File: src/hdl/c2dc_queue.sv
// Short register queue that decouples the front end from the back end.
// Generic width; depth from the instantiating module.
// Depends on nothing.
`timescale 1ns / 1ps
`default_nettype none

module c2dc_queue #(
    parameter int WIDTH = 8,
    parameter int DEPTH = 4,
    localparam int AW   = (DEPTH > 1) ? $clog2(DEPTH) : 1
) (
    input  logic             i_clk,
    input  logic             i_rst_n,
    input  logic             i_push,
    input  logic [WIDTH-1:0] i_data,
    output logic             o_full,
    input  logic             i_pop,
    output logic             o_valid,
    output logic [WIDTH-1:0] o_data
);
    logic [WIDTH-1:0] r_mem [DEPTH];
    logic [AW-1:0]    r_wr, n_wr;
    logic [AW-1:0]    r_rd, n_rd;
    logic [AW:0]      r_count, n_count;

    assign o_full  = (r_count == (AW+1)'(DEPTH));
    assign o_valid = (r_count != '0);
    assign o_data  = r_mem[r_rd];

    // advance pointers and fill level
    always_comb begin
        n_wr    = r_wr;
        n_rd    = r_rd;
        n_count = r_count;
        if (i_push) begin
            n_wr = (r_wr == AW'(DEPTH - 1)) ? '0 : r_wr + AW'(1);
        end
        if (i_pop) begin
            n_rd = (r_rd == AW'(DEPTH - 1)) ? '0 : r_rd + AW'(1);
        end
        case ({i_push, i_pop})
            2'b10:   n_count = r_count + (AW+1)'(1);
            2'b01:   n_count = r_count - (AW+1)'(1);
            default: n_count = r_count;
        endcase
    end

    always_ff @(posedge i_clk) begin
        if (!i_rst_n) begin
            r_wr    <= '0;
            r_rd    <= '0;
            r_count <= '0;
        end else begin
            r_wr    <= n_wr;
            r_rd    <= n_rd;
            r_count <= n_count;
        end
    end

    // hold entry storage
    always_ff @(posedge i_clk) begin
        if (i_push) begin
            r_mem[r_wr] <= i_data;
        end
    end

endmodule

`default_nettype wire

File: config.mk
export PLATFORM = sky130hd
export DESIGN_NAME = c2dc_queue
export DESIGN_NICKNAME = d
export VERILOG_FILES = /design/src/hdl/c2dc_queue.sv
export SDC_FILE = /design/constraint.sdc
export NUM_CORES = 1
export LEC_CHECK = 0
export ABC_AREA = 1
export BUFFER_PORTS_ARGS = -buffer_cell sky130_fd_sc_hd__buf_2
export CORE_MARGIN = 4
export CORE_UTILIZATION = 55
export CTS_BUF_LIST = sky130_fd_sc_hd__clkbuf_8
export CTS_CLUSTER_SIZE = 40
export DETAILED_ROUTE_END_ITERATION = 8
export PLACE_DENSITY_LB_ADDON = 0.25
export RECOVER_POWER = 100
export SYNTH_ARGS = -nofsm -noshare
export SYNTH_HDL_FRONTEND = slang
export SYNTH_SLANG_ARGS = --single-unit
File: constraint.sdc
create_clock -name i_clk -period 1.7 [get_ports i_clk]
set_clock_uncertainty 0.2 [all_clocks]
set_input_delay 0.17 -clock i_clk [delete_from_list [all_inputs] [get_ports i_clk]]
set_output_delay 0.17 -clock i_clk [all_outputs]
set_load 0.03 [all_outputs]
==> impl_metrics.csv <==
group,metric,value,unit
logic_synthesis,synth-async-reset-ratio,0,%
global_route,grt-ovfl-total,0,
power,p_comb_share,15.7,%
placed_design,place.port_buffers,21,
power,power.leakage,0.000819,uW
logic_synthesis,syn_nets,156,
floorplan,core,0.00283,sq mm
logic_synthesis,synth_top_area_share,57.8,%
timing,relSlewSlack,73.8,%
final_layout,regArea,0.00115,sq mm
floorplan,fp.dieH,63.0,microns
global_route,grt_max_degree,17,
clock_network,clockBufferDepth,2,
timing,worst_pin_slew,0.392,ns
clock_network,cts_root_buffer,"clkbuf_8",
timing,fmax,0.606,GHz
floorplan,die_w,63.0,microns
final_layout,fillers,189,
route,wire_per_inst,15.0,microns
clock_network,cts_tree,"yes",
floorplan,dieArea,0.00396,sq mm
logic_synthesis,synth_top_area_cell,"edfxtp_1",
power,power.internal,1710,uW
logic_synthesis,synthTopCellsByCount,"32 x edfxtp_1, 24 x nor2_1, 15 x o21ai_0",
setup_path,cp-start-kind,"register",
route,drc,0,
logic_synthesis,seq_area_frac_synth,68.7,%
clock_network,clkTransAtPathRegs,0.08,ns
worst_hold_path,hp-class,"in2reg",
route,drt-initial-drc-count,46,
power,power_density,1120,mW/mm^2
job,maxCapViolations,0,
timing,slew_viol_final,0,
global_route,grt_usage,17.7,%
run_status,status,"complete, no violations",
logic_synthesis,yosysMostFrequentCell,"edfxtp_1",
route,dr.pass1.iters,4,
power,pwr-share-clk,33.4,%
timing,hold_viol,0,
route,viasPerCell,5.35,
timing,period_share,97.0,%
placed_design,dpl_cell_area,0.00181,sq mm
timing,period_minus_slack,1.65,ns
floorplan,initial_core_util,58.7,%
power,peakVddDrop,822,uV
clock_network,clkLatencyLatePin,0.29,ns
logic_synthesis,synthDistinctLibCells,19,
setup_path,worstPathArrival,1.28,ns
final_layout,area_growth,24.4,%
clock_network,cts_sinks,41,
floorplan,io_pins,22,
final_layout,final_area,0.00207,sq mm
power,swShare,25.9,%
global_route,grt_pass1_wl,5.40,mm
logic_synthesis,yosysWarnings,0,
final_layout,layout-drive-gt1-share,20.2,%
clock_network,h-tree-depth,2,
floorplan,rows,19,
route,drt.antenna.violating_nets,0,
power,power_switching,599,uW
setup_path,worstReg2RegStart,"r_wr[0]",
setup_path,crit_path_end_kind,"output port",
timing,rsz0062_at_grt,"yes",
logic_synthesis,yosys_register_bits,41,
logic_synthesis,syn-cell-area,0.00166,sq mm
global_route,grt_pass1_vias,1178,
logic_synthesis,synth_edf_count,32,
route,dr_total_vias,1119,
timing,setup_viol_count_final,0,
setup_path,worstPathRequired,1.33,ns
logic_synthesis,synthTopCellsByArea,"edfxtp_1 58%, dfxtp_1 11%, nor2_1 5.4%, ha_1 4.5%, o21ai_0 4.5%",
global_route,antenna_found_initial,0,
power,power_frac_seq,50.9,%
timing,setup_tns,0,ns
placed_design,gp_congestion,0.721,
final_layout,final_core_util,73.1,%
setup_path,cp_max_fo,5,
setup_path,ff2ff_setup_slack,0.22,ns
final_layout,diodes,0,
final_layout,multi_input_area,457,sq um
worst_hold_path,min_from,"i_push",
logic_synthesis,syn-mean-instance-area,12.1,sq um
clock_network,cts_buffers,5,
logic_synthesis,ys_dominant_reg_cell,"edfxtp_1",
logic_synthesis,synth_cells,137,
setup_path,critical_path_class,"reg2out",
placed_design,dp_hpwl,2.13,mm
final_layout,nNetsFinal,196,
route,wl,3.14,mm
sequential cells by signal, summed over array words and instances (netlist names), named ones only:
name,flops
r_mem,32
r_count,3
r_wr,2
r_rd,2
stage by stage:
stage	hold slack (ns)	instances	power [uW]	setup slack, ns
global route	0.0491	209	2420	-0.0211
global placement	0.178	190	1500	0.0680
finish	0.0150	209	2310	0.0509
detailed placement	0.188	190	1520	0.0104
floorplan	0.0689	137	1410	0.193
CTS	0.00884	208	2310	0.00886
worst paths after layout:
path                               endpoint  cells past startpoint
worst max register to register  r_mem[3][2]                      3
worst min register to register     register                      2
worst min-delay path                r_wr[1]                      3
worst max-delay path              o_data[1]                      4
final cells by class:
cell class | instances | area share [%]
flip-flops and latches | 41 | 55.6
multi-input cells | 79 | 22.1
repair buffers | 35 | 11.9
clock buffers | 5 | 3.33
inverters | 15 | 3.09
clock inverters | 3 | 2.18
well taps | 31 | 1.88
metal layers:
layer	up-vias	track usage (%)	share of wire, %
met5	-	0	0
met4	0	5.79	1.2
met3	5	4.50	4.5
met2	29	32.7	55
met1	529	19.6	40
li1	556	-	-
layout by cell type, fill, tap and decap left out, types with 2 or more instances in the layout:
cell            n
clkbuf_8        5
dlygate4sd3_1  10
inv_4           2
o21ai_0        11
buf_4           8
o21ai_1         2
dfxtp_4         2
buf_2           4
a21oi_1         2
nand2_1        11
nor2_1         24
clkbuf_1       10
o21ai_2         6
nor3_1          2
edfxtp_1       32
buf_6           2
o22ai_1         8
dfxtp_1         7
nor2_2          3
ha_1            6
inv_1          13
critical path, stage by stage (launching register included):
cell	delay [ns]
dfxtp_4	0.39
buf_4	0.16
o21ai_2	0.06
o22ai_1	0.19
buf_4	0.19
logic make-up after synthesis:
logic type | synth area share, %
AO/OA/AOI/OAI | 9.79
XOR/XNOR | 1.05
AND/OR/NAND/NOR | 10.0
adder cells (fa/ha/maj) | 5.72
flip-flops | 68.7
buffers and inverters | 4.74
power groups by stage:
stage | logic [uW] | clock network (uW) | registers [uW]
after global routing | 403 | 832 | 1190
after CTS | 347 | 782 | 1180
after global placement | 308 | 0 | 1190
final | 363 | 773 | 1180
after detailed placement | 323 | 0 | 1200
after floorplan | 222 | 0 | 1190
what timing repair did:
action,4_1_cts,5_1_grt
pin swaps,0,5
buffers inserted,0,1
gates resized for setup,6,21
setup endpoints to repair,8,8
hold buffers,10,0
endpoints found under the hold margin,38,0
Note: power is estimated with default switching activity, not from simulation.
