## config.mk

```make
export PLATFORM = sky130hd
export DESIGN_NAME = c2dc_front_flat
export DESIGN_NICKNAME = d
export VERILOG_FILES = /design/src/hdl/c2dc_pkg.sv /design/src/hdl/c2dc_if.sv /design/src/hdl/c2dc_front.sv /design/src/flat_wrapper.sv
export SDC_FILE = /design/constraint.sdc
export NUM_CORES = 1
export LEC_CHECK = 0
export ABC_AREA = 0
export CAP_MARGIN = 20
export CORE_AREA = 2 2 110 112
export CTS_BUF_LIST = sky130_fd_sc_hd__clkbuf_8
export DETAILED_ROUTE_END_ITERATION = 12
export DIE_AREA = 0 0 112 114
export DONT_BUFFER_PORTS = 1
export GPL_ROUTABILITY_DRIVEN = 0
export SETUP_SLACK_MARGIN = 0.4
export SLEW_MARGIN = 30
export SYNTH_ARGS = -nofsm -noshare
export SYNTH_HDL_FRONTEND = slang
export SYNTH_SLANG_ARGS = --single-unit
```

## constraint.sdc

```tcl
create_clock -name i_clk -period 5.4 [get_ports i_clk]
set_input_delay 0.27 -clock i_clk [delete_from_list [all_inputs] [get_ports i_clk]]
set_output_delay 0.27 -clock i_clk [all_outputs]
set_load 0.05 [all_outputs]
```

## src/hdl/c2dc_pkg.sv

```systemverilog
// Shared types and constants of the causal 2-D convolution block.
// Holds the configuration record, register index codes and fixed widths.
// No dependencies; compile first.
`timescale 1ns / 1ps
`default_nettype none

package c2dc_pkg;

    // pixel and coefficient formats
    localparam int PIX_W    = 8;
    localparam int PIX_MAX  = 255;
    localparam int COEF_W   = 8;
    localparam int NUM_COEF = 25;
    // one tap product: unsigned pixel times signed coefficient
    localparam int PROD_W   = 16;

    // configuration port
    localparam int CFG_INDEX_W = 3;
    localparam int CFG_DATA_W  = 64;

    // decoupling queue and back-end depth
    localparam int QUEUE_DEPTH = 4;
    localparam int BACK_STAGES = 5;
    localparam int MAX_PENDING = QUEUE_DEPTH + BACK_STAGES;

    typedef logic [PIX_W-1:0]         t_pixel;
    typedef logic signed [COEF_W-1:0] t_coef;

    typedef enum logic [CFG_INDEX_W-1:0] {
        REG_KERNEL_ROWS  = 3'd0,
        REG_KERNEL_COLS  = 3'd1,
        REG_IMAGE_WIDTH  = 3'd2,
        REG_IMAGE_HEIGHT = 3'd3,
        REG_COEFF_A      = 3'd4,
        REG_COEFF_B      = 3'd5,
        REG_COEFF_C      = 3'd6,
        REG_COEFF_D      = 3'd7
    } t_reg_index;

    typedef struct packed {
        logic [2:0]                        kernel_rows;
        logic [2:0]                        kernel_cols;
        logic [11:0]                       image_width;
        logic [15:0]                       image_height;
        logic [NUM_COEF-1:0][COEF_W-1:0]   coeff;
    } t_cfg;

    // register values after reset
    localparam logic [2:0]  KERNEL_ROWS_RST  = 3'd3;
    localparam logic [2:0]  KERNEL_COLS_RST  = 3'd3;
    localparam logic [11:0] IMAGE_WIDTH_RST  = 12'd2048;
    localparam logic [15:0] IMAGE_HEIGHT_RST = 16'd1024;
    localparam logic [COEF_W-1:0] COEFF_0_RST = 8'd1;

endpackage

`default_nettype wire

```

## src/hdl/c2dc_if.sv

```systemverilog
// Stream interfaces of the convolution block: pixel input and result output.
// Each carries valid, ready and its payload; a word moves when both are high.
// No dependencies.
`timescale 1ns / 1ps
`default_nettype none

interface c2dc_in_if;
    logic       valid;
    logic       ready;
    logic [7:0] pixel_in;

    modport source (output valid, output pixel_in, input ready);
    modport sink   (input valid, input pixel_in, output ready);
endinterface


`default_nettype wire

```

## src/hdl/c2dc_front.sv

```systemverilog
// Front end: accepts input pixels, tracks raster position and tags each word.
// Produces queue entries with column, line slot, edge masks and frame end.
// Depends on c2dc_pkg and c2dc_if.
`timescale 1ns / 1ps
`default_nettype none

module c2dc_front #(
    parameter int MAX_WIDTH = 2048,
    parameter int MAX_TAPS  = 5,
    localparam int CW       = $clog2(MAX_WIDTH),
    localparam int NBANK    = (MAX_TAPS > 1) ? MAX_TAPS - 1 : 1,
    localparam int SW       = (NBANK > 1) ? $clog2(NBANK) : 1,
    localparam int ENTRY_W  = 8 + CW + SW + 2 * MAX_TAPS + 1
) (
    input  logic               i_clk,
    input  logic               i_rst_n,
    input  c2dc_pkg::t_cfg     i_cfg,
    c2dc_in_if.sink            i_pix,
    input  logic               i_full,
    output logic               o_push,
    output logic [ENTRY_W-1:0] o_entry
);
    import c2dc_pkg::*;

    localparam int WW = (CW + 1 > 12) ? CW + 1 : 12;
    localparam logic [SW-1:0] LAST_SLOT = SW'(NBANK - 1);

    typedef struct packed {
        t_pixel              pixel;
        logic [CW-1:0]       col;
        logic [SW-1:0]       slot;
        logic [MAX_TAPS-1:0] row_ge;
        logic [MAX_TAPS-1:0] col_ge;
        logic                frame_end;
    } t_entry;

    logic [CW-1:0] r_col, n_col;
    logic [15:0]   r_row, n_row;
    logic [SW-1:0] r_slot, n_slot;
    logic [WW-1:0] w_wid;
    logic [WW-1:0] w_col_p1;
    logic [15:0]   w_hei;
    logic [16:0]   w_row_p1;
    logic          w_last_col;
    logic          w_last_row;
    logic          w_accept;
    t_entry        w_entry;

    // take a word whenever the queue has room
    assign i_pix.ready = !i_full;
    assign w_accept    = i_pix.valid && !i_full;
    assign o_push      = w_accept;
    assign o_entry     = w_entry;

    // clamp frame size to the supported range
    always_comb begin
        if (i_cfg.image_width == '0) begin
            w_wid = WW'(1);
        end else if (WW'(i_cfg.image_width) > WW'(MAX_WIDTH)) begin
            w_wid = WW'(MAX_WIDTH);
        end else begin
            w_wid = WW'(i_cfg.image_width);
        end
        w_hei = (i_cfg.image_height == '0) ? 16'd1 : i_cfg.image_height;
    end

    // detect end of line and end of frame
    assign w_col_p1   = WW'(r_col) + WW'(1);
    assign w_row_p1   = {1'b0, r_row} + 17'd1;
    assign w_last_col = (w_col_p1 >= w_wid);
    assign w_last_row = (w_row_p1 >= {1'b0, w_hei});

    // tag the word with its position and edge masks
    always_comb begin
        w_entry.pixel     = i_pix.pixel_in;
        w_entry.col       = r_col;
        w_entry.slot      = r_slot;
        w_entry.frame_end = w_last_col && w_last_row;
        for (int k = 0; k < MAX_TAPS; k++) begin
            w_entry.row_ge[k] = (r_row >= 16'(k));
            w_entry.col_ge[k] = (r_col >= CW'(k));
        end
    end

    // advance column, row and line slot
    always_comb begin
        n_col  = r_col;
        n_row  = r_row;
        n_slot = r_slot;
        if (w_accept) begin
            if (w_last_col) begin
                n_col = '0;
                if (w_last_row) begin
                    n_row  = '0;
                    n_slot = '0;
                end else begin
                    n_row  = w_row_p1[15:0];
                    n_slot = (r_slot >= LAST_SLOT) ? '0 : r_slot + SW'(1);
                end
            end else begin
                n_col = w_col_p1[CW-1:0];
            end
        end
    end

    always_ff @(posedge i_clk) begin
        if (!i_rst_n) begin
            r_col  <= '0;
            r_row  <= '0;
            r_slot <= '0;
        end else begin
            r_col  <= n_col;
            r_row  <= n_row;
            r_slot <= n_slot;
        end
    end

endmodule

`default_nettype wire

```

## src/flat_wrapper.sv

```systemverilog
// flat-port wrapper written by rule: the top's interface ports become plain ports
module c2dc_front_flat import c2dc_pkg::*;
#(
    parameter int MAX_WIDTH = 2048,
    parameter int MAX_TAPS  = 5,
    localparam int CW       = $clog2(MAX_WIDTH),
    localparam int NBANK    = (MAX_TAPS > 1) ? MAX_TAPS - 1 : 1,
    localparam int SW       = (NBANK > 1) ? $clog2(NBANK) : 1,
    localparam int ENTRY_W  = 8 + CW + SW + 2 * MAX_TAPS + 1
)
  (i_clk, i_rst_n, i_cfg, i_full, o_push, o_entry, i_pix_valid, i_pix_pixel_in, i_pix_ready);
  c2dc_in_if i_pix_i ();
  input  logic i_clk;
  input  logic i_rst_n;
  input  c2dc_pkg::t_cfg i_cfg;
  input  logic i_full;
  output logic o_push;
  output logic [ENTRY_W-1:0] o_entry;
  input wire logic [$bits(i_pix_i.valid)-1:0] i_pix_valid;
  input wire logic [$bits(i_pix_i.pixel_in)-1:0] i_pix_pixel_in;
  output wire logic [$bits(i_pix_i.ready)-1:0] i_pix_ready;
  assign i_pix_i.valid = i_pix_valid;
  assign i_pix_i.pixel_in = i_pix_pixel_in;
  assign i_pix_ready = i_pix_i.ready;
  c2dc_front #(.MAX_WIDTH(MAX_WIDTH), .MAX_TAPS(MAX_TAPS)) u_core (.i_clk(i_clk), .i_rst_n(i_rst_n), .i_cfg(i_cfg), .i_pix(i_pix_i), .i_full(i_full), .o_push(o_push), .o_entry(o_entry));
endmodule
```

==> metrics.txt <==
most frequent cell after synthesis=nand2_1; buffers inserted during post-CTS setup optimization=0; non-filler instance count after layout=between 400 and 500; root buffer cell=clkbuf_8; total chip power=~480 uW; arrival time worst endpoint=around 3900 ps; distinct cell type count after synthesis=55; final worst hold slack=approximately 130 ps; Post-synth top flop=dfxtp_1; number of synthesis warnings=0; Post-synth EDFFs=0; number of synthesized register bits=29; top cells by instance count after synthesis=nand2_1 (49), ha_1 (36), dfxtp_1 (29), inv_1 (29), nand3_1 (25); Cell Count Post-Placement=approximately 500; die area=12770 um^2; share of the cycle needed by the critical path after routing=roughly 78%; residual DRC count=0; final setup fails=0; layout cell share with drive strength beyond 1=6.609%; area of the core=around 12000 um^2; total detailed-routing wirelength=7145 um; n_diodes=0; first-pass detailed-route iteration total=4; required time at the worst-slack endpoint=roughly 5100 ps; Yosys top cell area share=20.67%; number of rows in the core area=40; net count reported at finish=roughly 630; class of the tightest hold or removal check=input port to register; internal power of the cells=between 300 and 400 uW; starting DRC count in detailed routing=84; antenna violations before repair=0; Synth Cell Area=about 2800 um^2; Leakage Power=0.001186 uW; part of the total power dissipated in combinational logic=around 16%; Post-Route Utilization=24.88%; pin count of the biggest net entering global routing=24; Worst R2R Setup Slack=roughly 1300 ps; largest fanout on the critical path=21; sequential share of power=between 40 and 50%; number of global-route vias before repair=about 2600; FFs w/ async S/R, synth=0%; Area Growth Syn to Fin=3.741%; number of gates resized after CTS=0; clock tree skew after final layout=9.266 ps; max_slew headroom=49.30%; global-route usage over all layers=between 10% and 20%; setup repair after global routing missed its margin=no; Final Slew Violations=0; count of mapped cells out of synthesis=around 370; Reg area=580.6 um^2; Worst IR Drop VDD=0.00007863 V; overall via count from detail_route=roughly 2600; CTS tree=built; top cells by area, synth=dfxtp_1 (21%), ha_1 (16%), nand2_1 (6.5%), nand3_1 (4.5%), xnor2_1 (4.1%); first-pass GRT wire length=12340 um; number of max-cap violations=0; port bufs=0; Vert. Die Dim=approximately 110 um; clock network fraction of design power=37.8%; I/O pin count=280; count of nets left with antenna violations after detail routing=0; # hold bufs at CTS=0; final hold viol count=0; average wire per cell in the routed design=roughly 14 um; Avg Vias per Cell=between 5 and 6; cell count of the worst hold path=2; detailed placement HPWL=5439 um; CTS buffer count=5; FILL cells=between 1000 and 1500; depth of the most critical reg-to-reg path=13; initial cell density of the core=between 20% and 30%; Worst Setup End Kind=primary output; area of the multi-input gates=between 1500 and 2000 um^2; launching element type of the critical path=register; final period demand of the worst path=approximately 4200 ps; H-Tree Depth=2; achievable clock frequency=between 200 and 250 MHz; share of synthesized area occupied by flip-flops and latches=between 20 and 25%; Worst-Margin Slew=759.5 ps; Switching Power=~160 uW; CTS clk-pin slew, worst paths=roughly 80 ps; dominant cell type by area after synthesis=dfxtp_1; Crit Path Category=register to primary output; overall die width=between 100 and 150 um; Skew-Pair Late Insertion Delay=290 ps; average cell area after synthesis=approximately 7.6 um^2; final setup TNS=0 ps; CTS sink cnt=29; run status=completed; Power Density=roughly 170 nW/um^2; Remaining Overflow, GRT=0; Switching Share=approximately a third; Max Buffers Root-to-Sink=2
==> cells in the final DEF, fill, tap and decap left out, drive strengths merged, types with 3 or more instances in the layout <==
cell and count:
nor4 10, a21oi 18, a32o 4, nand4 14, or3 3, o211ai 4, o21ai 10, clkbuf 5
nor3 9, nand2b 3, a31oi 7, xor2 9, nand3 28, nand4b 4, o31ai 3, ha 36
dfxtp 29, and3 4, inv 29, xnor2 13, nand2 49, or4 6, nor2 16
==> state kept, by name, indices dropped and copies added (netlist names) <==
register and flops:
u_core.r_slot 2, u_core.r_col 11, u_core.r_row 16
==> layer usage <==
metal | track usage, % | routed length (um) | vias up
met3 | 2.763 | 502 | 14
li1 | - | - | 1268
met4 | 3.577 | 106 | 0
met1 | 14.90 | 3235 | 1196
met2 | 19.11 | 3300 | 88
met5 | 0 | 0 | -
==> worst paths after layout <==
path,start,to
setup / recovery,u_core.r_row[0]$_SDFFE_PN0P_,o_entry[0]
setup reg to reg,u_core.r_col[0]$_SDFFE_PN0P_,u_core.r_row[14]$_SDFFE_PN0P_
hold / removal,i_rst_n,u_core.r_row[4]$_SDFFE_PN0P_
hold reg to reg,u_core.r_row[1]$_SDFFE_PN0P_,u_core.r_row[1]$_SDFFE_PN0P_
==> through the flow <==
step / setup WS, ps / area [um^2]
after floorplan: 1791 / 2813
after global placement: 1345 / 2825
after detailed placement: 1306 / 2825
after CTS: 1117 / 2912
after global routing: 805.6 / 2914
final: 1200 / 2914
==> power groups by stage <==
stage / sequential (uW) / combinational, uW / clock [uW]
4_1_cts: 224 / 78.0 / 188
5_1_grt: 224 / 86.2 / 199
3_5_place_dp: 229 / 77.6 / 0
3_3_place_gp: 229 / 75.7 / 0
2_1_floorplan: 226 / 87.0 / 0
6_report: 224 / 77.2 / 183
==> critical path, cell delays in order, from the launching register on <==
cell	delay, ps
dfxtp_1	460
ha_1	350
nand3_4	150
nor3_2	270
nand4_1	210
xnor2_1	180
ha_1	330
a21oi_1	150
o41ai_1	80
a222oi_1	440
o211a_1	670
nor2_1	110
buf_4	220
==> kinds of logic (layout without fill, tap and decap cells) <==
group,Yosys count,after routing,share of synthesized area (%)
AO/OA/AOI/OAI,62,62,15.28
XOR/XNOR,22,22,6.860
adder cells (fa/ha/maj),36,36,16.04
buffers and inverters,61,39,10.51
flip-flops,29,29,20.67
other,1,2,0.1335
AND/OR/NAND/NOR,158,158,30.51
==> cell type report <==
type | count | area share, %
multi-input cells | 280 | 66.55
clock inverters | 3 | 0.6011
clock buffers | 5 | 2.362
well taps | 147 | 6.312
flip-flops and latches | 29 | 19.92
inverters | 29 | 3.736
repair buffers | 2 | 0.5152
Note: power is estimated with default switching activity, not from simulation.
